File: src/rtl/core/pac_pkg.sv
`timescale 1ns / 1ps
`default_nettype none

package pac_pkg;

  localparam int MAX_CHARS = 1024;
  localparam int CELLS     = MAX_CHARS - 1;
  localparam int CHAR_W    = 8;
  localparam int CNT_W     = (MAX_CHARS > 2) ? $clog2(MAX_CHARS) : 1;
  localparam int SEEN_W    = $clog2(MAX_CHARS + 1);
  localparam int DRAIN_W   = (CELLS > 1) ? $clog2(CELLS) : 1;
  localparam int COUNT_W   = 19;
  localparam logic [COUNT_W-1:0] COUNT_MAX = {COUNT_W{1'b1}};

  typedef struct packed {
    logic step;
    logic clear;
    logic drain;
  } pac_ctl_t;

  typedef struct packed {
    logic [CHAR_W-1:0] hist;
    logic              valid;
    logic              flag;
    logic              flag_prev;
    logic [CNT_W-1:0]  cnt;
  } pac_link_t;

  typedef enum logic [2:0] {
    S_RUN   = 3'b001,
    S_DRAIN = 3'b010,
    S_OUT   = 3'b100
  } pac_state_t;

endpackage

`default_nettype wire

File: src/rtl/core/pac_cell.sv
`timescale 1ns / 1ps
`default_nettype none

module pac_cell (
  input  wire logic                       clk,
  input  wire logic                       rst_n,
  input  wire pac_pkg::pac_ctl_t          ctl,
  input  wire logic [pac_pkg::CHAR_W-1:0] c,
  input  wire pac_pkg::pac_link_t         prev,
  output pac_pkg::pac_link_t              nxt
);

  logic [pac_pkg::CHAR_W-1:0] hist_r;
  logic                       valid_r;
  logic                       flag_r;
  logic [pac_pkg::CNT_W-1:0]  cnt_r;
  logic                       hit;

  // palindrome of this length ends at the new char
  assign hit = valid_r && (hist_r == c) && prev.flag_prev;

  always_ff @(posedge clk) begin
    if (ctl.step) begin
      hist_r <= prev.hist;
    end
  end

  always_ff @(posedge clk) begin
    if (!rst_n) begin
      valid_r <= 1'b0;
      flag_r  <= 1'b0;
      cnt_r   <= '0;
    end else begin
      if (ctl.clear) begin
        valid_r <= 1'b0;
        flag_r  <= 1'b0;
      end else if (ctl.step) begin
        valid_r <= prev.valid;
        flag_r  <= hit;
      end
      if (ctl.drain) begin
        cnt_r <= prev.cnt;
      end else if (ctl.step) begin
        cnt_r <= cnt_r + pac_pkg::CNT_W'(hit);
      end
    end
  end

  assign nxt.hist      = hist_r;
  assign nxt.valid     = valid_r;
  assign nxt.flag      = flag_r;
  assign nxt.flag_prev = prev.flag;
  assign nxt.cnt       = cnt_r;

endmodule

`default_nettype wire

File: config.mk
export PLATFORM = sky130hd
export DESIGN_NAME = pac_cell
export DESIGN_NICKNAME = d
export VERILOG_FILES = /design/src/rtl/core/pac_pkg.sv /design/src/rtl/core/pac_cell.sv
export SDC_FILE = /design/constraint.sdc
export NUM_CORES = 1
export LEC_CHECK = 0
export BUFFER_PORTS_ARGS = -buffer_cell sky130_fd_sc_hd__buf_2
export CORE_UTILIZATION = 43
export DETAILED_ROUTE_END_ITERATION = 12
export PLACE_DENSITY = 0.9
export SETUP_SLACK_MARGIN = 0.1
export SLEW_MARGIN = 20
export SYNTH_ARGS = -nofsm -noshare
export SYNTH_HDL_FRONTEND = slang
export SYNTH_SLANG_ARGS = --single-unit
export TNS_END_PERCENT = 5
File: constraint.sdc
create_clock -name clk -period 2.7 [get_ports clk]
set_input_delay 0.405 -clock clk [delete_from_list [all_inputs] [get_ports clk]]
set_output_delay 0.405 -clock clk [all_outputs]
set_load 0.01 [all_outputs]
==> flow_metrics.env, run 1 <==
export IMPL_status="finished, final reports clean"
export IMPL_start_kind="flop"
export IMPL_num_vias=900
export IMPL_start_util=0.455
export IMPL_viasPerCell=5.14
export IMPL_num_io_pins=55
export IMPL_slowest_delay_ps=430
export IMPL_n_fill_cell=205
export IMPL_cts_clk_slew_worst_paths_ps=100
export IMPL_final_max_slew_violation_count=0
export IMPL_regToRegSetupSlack_ps=380
export IMPL_slew_headroom=0.738
export IMPL_tightest_slew_ps=392
export IMPL_cp_arrival_ps=2530
export IMPL_synth_area_leaders="dfxtp_1 24%, edfxtp_1 24%, xnor2_1 7.8%, xor2_1 5.2%, mux2i_1 5.0%"
export IMPL_ys_flop_type="dfxtp_1"
export IMPL_antenna_found_initial=0
export IMPL_dp_cells=171
export IMPL_cp_max_fo=4
export IMPL_clock_sinks=20
export IMPL_hold_buffers=0
export IMPL_p_leak_uw=0.000580
export IMPL_rows=17
export IMPL_worstPathCellList="xor2_1, nor4_2, nand4_1, nor3_2, ha_2, nand3_1, or3_1, a311oi_1"
export IMPL_cts_tree="done"
export IMPL_slowest_stage="edfxtp_1"
export IMPL_cts_buffers=3
export IMPL_first_iter_violations=19
export IMPL_setup_tns_ps=0
export IMPL_ant_nets=0
export IMPL_syn_to_final_growth_pct=29.7
export IMPL_avgRoutedWirePerCell_um=12.8
export IMPL_power_density_mw_per_mm2=458
export IMPL_path_class="reg -> reg"
export IMPL_fmax_ghz=0.430
export IMPL_cts_root_buf="clkbuf_4"
export IMPL_syn_area_mm2=0.00101
export IMPL_grt_pass1_wl_um=3420
export IMPL_die_x_um=50.4
export IMPL_finalNetCount=184
export IMPL_rsz0062_at_grt="no"
export IMPL_final_layout_size_suffix_gt1_frac=0.415
export IMPL_end_kind="flop"
export IMPL_fin_crit_sh=0.860
export IMPL_grt_pass1_vias=797
export IMPL_grt_usage=0.178
export IMPL_seq_area_frac_synth=0.478
export IMPL_wl_um=2240
export IMPL_ys_seq_elements=20
export IMPL_yosysMostFrequentCell="dfxtp_1"
export IMPL_fin_cells=175
export IMPL_port_buffers=52
export IMPL_hold_path_class="in -> reg"
export IMPL_grt_overflow=0
export IMPL_grt_max_degree=20
export IMPL_finalHoldViolCount=0
export IMPL_insertion_delay_ps=290
export IMPL_ys_warn_count=0
export IMPL_num_antenna_cells=0
export IMPL_async_flop_share=0
export IMPL_cts_buffer_depth=2
export IMPL_peakVddDrop_uv=273
export IMPL_synthTopCellsByCount="12 x dfxtp_1, 9 x nor2_1, 9 x xnor2_1"
export IMPL_worst_clock_skew_ps=1.60
export IMPL_die_area_mm2=0.00254
export IMPL_firstDrtPassIters=4
export IMPL_fp_dieH_um=50.4
export IMPL_synth_top_area_cell="dfxtp_1"
export IMPL_core_mm2=0.00221
export IMPL_dp_hpwl_um=1770
export IMPL_final_setup_viol_count=0
export IMPL_synth_top_area_frac=0.239
export IMPL_syn_avg_cell_area_um2=10.4
export IMPL_synth_edf_count=8
export IMPL_fin_crit_ps=2320
export IMPL_drc_errors=0
export IMPL_synth_nets=133
export IMPL_syn_inst=97
export IMPL_synth_cell_types=26
export IMPL_place_congestion=0.878
export IMPL_cts_htree_levels=1
export IMPL_drv_cap=0
export IMPL_cp_required_ps=2910
[metrics by stage]
step,hold slack [ps],total power (uW),cell area (um^2),worst slack [ps],utilization
2_1_floorplan,453,412,1010,536,-
3_3_place_gp,461,458,1260,301,0.572
3_5_place_dp,489,463,1260,234,0.572
4_1_cts,279,600,1290,295,0.584
5_1_grt,266,627,1310,168,0.590
6_report,286,598,1310,377,0.590
[timing repair]
item | 4_1_cts | 5_1_grt
setup buffers | 0 | 0
resized for setup | 0 | 3
endpoints found under the setup margin | 0 | 2
[layer usage]
metal,track usage,share of wire
met5,0,0
met4,0.0509,0.0027
met1,0.206,0.42
met2,0.331,0.51
met3,0.0303,0.069
[logic make-up after synthesis]
group / synth area share
AOI/OAI and AO/OA: 0.0858
and+or+nand+nor: 0.173
xor gates and xnor gates: 0.131
buffers and inverters: 0.0585
DFF: 0.478
muxes: 0.0498
adders and majority gates: 0.0249
[critical path, delay by kind of cell (launching register included)]
family                   cells  cell delay, ps
AO/OA/AOI/OAI                1             240
adder cells (fa/ha/maj)      1             230
flip-flops                   1             430
AND/OR/NAND/NOR              5            1170
XOR/XNOR                     1             170
[registers in the layout, indices dropped and copies added, names as in the netlist]
signal,cells
flag_r,1
cnt_r,10
valid_r,1
hist_r,8
[power by group]
part	switching [uW]	leakage [uW]	internal, uW	total [uW]
registers	19.1	0.000177	335	354
logic	53.8	0.000387	50.6	104
clock network	82.4	0.0000150	57.4	140
total	155	0.000580	443	598
[final timing paths]
| kind | from | to | cells past startpoint |
|---|---|---|---|
| worst min-delay path | prev[14] | hist_r[1]$_DFFE_PP_ | 1 |
| worst min register to register | flag_r$_SDFFE_PP0P_ | flag_r$_SDFFE_PP0P_ | 2 |
| worst max-delay path | hist_r[2]$_DFFE_PP_ | cnt_r[5]$_SDFFE_PN0P_ | 8 |
| worst max register to register | hist_r[2]$_DFFE_PP_ | cnt_r[5]$_SDFFE_PN0P_ | 8 |
[area by class of cell]
cell class | count | area, um^2 | area share
clock buffers | 4 | 26.3 | 0.0201
inverters | 6 | 22.5 | 0.0173
repair buffers | 52 | 260 | 0.199
well taps | 28 | 35.0 | 0.0268
flip-flops and latches | 20 | 480 | 0.368
multi-input cells | 65 | 480 | 0.368
[layout by cell type, fill, tap and decap left out, drive strengths merged, types with 2 or more instances in the layout]
master   n
nand3    2
nor2     9
nand4    4
nor4     2
mux2i    5
inv      6
clkbuf   4
dfxtp   12
ha       2
nor3     4
o32ai    2
xor2     6
xnor2    9
o21ai    5
nand2    4
edfxtp   8
a21oi    7
buf     52
Power figures use the tool's default switching activity.
==> inputs of run 2 (changes only) <==
- REMOVE_ABC_BUFFERS: not set -> 1
==> flow_metrics.env, run 2 (synthesis gave the netlist of run 1 again) <==
export IMPL_core_mm2=0.00221
export IMPL_hold_path_class="in -> reg"
export IMPL_end_kind="flop"
export IMPL_hold_path_startpoint="prev[16]"
export IMPL_die_x_um=50.4
export IMPL_fin_crit_sh=0.879
export IMPL_fin_crit_ps=2370
export IMPL_drv_cap=0
export IMPL_slowest_stage="edfxtp_1"
export IMPL_viasPerCell=5.03
export IMPL_ctsResizeCount=0
export IMPL_cp_max_fo=4
export IMPL_peakVddDrop_uv=323
export IMPL_finalNetCount=184
export IMPL_cts_root_buf="clkbuf_4"
export IMPL_insertion_delay_ps=310
export IMPL_place_congestion=0.853
export IMPL_first_iter_violations=10
export IMPL_num_vias=880
export IMPL_slowest_delay_ps=410
export IMPL_worst_clock_skew_ps=11.9
export IMPL_cp_arrival_ps=2580
export IMPL_r2r_start="hist_r[2]$_DFFE_PP_"
export IMPL_firstDrtPassIters=4
export IMPL_cts_tree="done"
export IMPL_port_buffers=52
export IMPL_fin_total_pwr_uw=697
export IMPL_avgRoutedWirePerCell_um=12.5
export IMPL_ant_nets=0
export IMPL_cts_buffer_depth=2
export IMPL_dp_hpwl_um=1740
export IMPL_grt_usage=0.175
export IMPL_hold_buffers=0
export IMPL_cp_required_ps=2910
export IMPL_regMostFlops="cnt_r"
export IMPL_final_setup_viol_count=0
export IMPL_grt_max_degree=20
export IMPL_status="finished, final reports clean"
export IMPL_wl_um=2180
export IMPL_start_util=0.455
export IMPL_grt_overflow=0
export IMPL_largest_reg_flops=10
export IMPL_final_max_slew_violation_count=0
export IMPL_grt_pass1_wl_um=3370
export IMPL_finalHoldViolCount=0
export IMPL_fp_dieH_um=50.4
export IMPL_grt_pass1_vias=829
export IMPL_cts_buffers=3
export IMPL_slew_headroom=0.737
export IMPL_die_area_mm2=0.00254
export IMPL_p_leak_uw=0.000594
export IMPL_layout_common_cells="52 x buf_2, 12 x dfxtp_1, 9 x xnor2_1, 9 x nor2_1, 8 x edfxtp_1"
export IMPL_start_kind="flop"
export IMPL_worstPathCellList="xor2_1, nor4_1, nand4_1, nor3_1, ha_1, nand3_1, or3_1, a311oi_1"
export IMPL_tightest_slew_ps=395
export IMPL_num_io_pins=55
export IMPL_largestRegisters="cnt_r: 10 flops, hist_r: 8 flops"
export IMPL_path_class="reg -> reg"
export IMPL_cts_setup_buffers=0
export IMPL_rsz0062_at_grt="no"
export IMPL_crit_start="hist_r[2]$_DFFE_PP_"
export IMPL_crit_family="simple AND/OR/NAND/NOR gates"
export IMPL_cts_htree_levels=1
export IMPL_cts_clk_slew_worst_paths_ps=120
export IMPL_syn_to_final_growth_pct=31.0
export IMPL_final_layout_size_suffix_gt1_frac=0.401
export IMPL_final_common_cell="buf_2"
export IMPL_setup_tns_ps=0
export IMPL_n_fill_cell=218
export IMPL_num_antenna_cells=0
export IMPL_rows=17
export IMPL_crit_buf_inv=0
export IMPL_clock_sinks=20
export IMPL_fmax_ghz=0.421
export IMPL_drc_errors=0
export IMPL_antenna_found_initial=0
export IMPL_power_density_mw_per_mm2=529
-- run 2: cell types whose count changed in the layout (fill, tap and decap cells not counted), sizes merged --
cell / delta
clkbuf: -1
bufinv: +1
-- run 2: layout make-up --
class                      instances  area, um^2  area share
clock buffer                       3        22.5      0.0171
clock inverter                     1        30.0      0.0228
inverter                           6        22.5      0.0171
multi-input combinational         65         467       0.354
sequential                        20         480       0.365
tap                               28        35.0      0.0266
timing repair buffer              52         260       0.198
-- run 2: metal layers --
| layer | part of all wire | wire length, um | global-route usage |
|---|---|---|---|
| met4 | 0.011 | 24 | 0.0787 |
| met3 | 0.093 | 203 | 0.0455 |
| met2 | 0.48 | 1060 | 0.311 |
| met1 | 0.41 | 895 | 0.195 |
| met5 | 0 | 0 | 0 |
-- run 2: final timing paths --
kind | slack, ps | to | cells after the start
max | 330 | cnt_r[5]$_SDFFE_PN0P_ | 8
min | 270 | hist_r[3]$_DFFE_PP_ | 1
max reg2reg | 330 | cnt_r[5]$_SDFFE_PN0P_ | 8
min reg2reg | 490 | flag_r$_SDFFE_PP0P_ | 2
-- run 2: stage by stage --
stage | std cells | hold slack, ps | cell area [um^2] | setup slack [ps] | util
finish | 175 | 266 | 1320 | 326 | 0.596
global route | 175 | 246 | 1320 | 135 | 0.596
detailed placement | 171 | 478 | 1260 | 174 | 0.572
global placement | 171 | 468 | 1260 | 331 | 0.572
CTS | 175 | 266 | 1320 | 295 | 0.596
floorplan | 91 | 497 | 970 | 536 | -
-- run 2: worst reg2reg max path: stages (launching register included) --
cell	delay, ps
edfxtp_1	410
xor2_1	160
nor4_1	270
nand4_1	150
nor3_1	160
ha_1	220
nand3_1	180
or3_1	410
a311oi_1	320
-- run 2: power by group --
group,switching [uW],total [uW],internal (uW)
combinational,51.5,102,50.4
clock,91.3,242,150
sequential,19.0,354,335
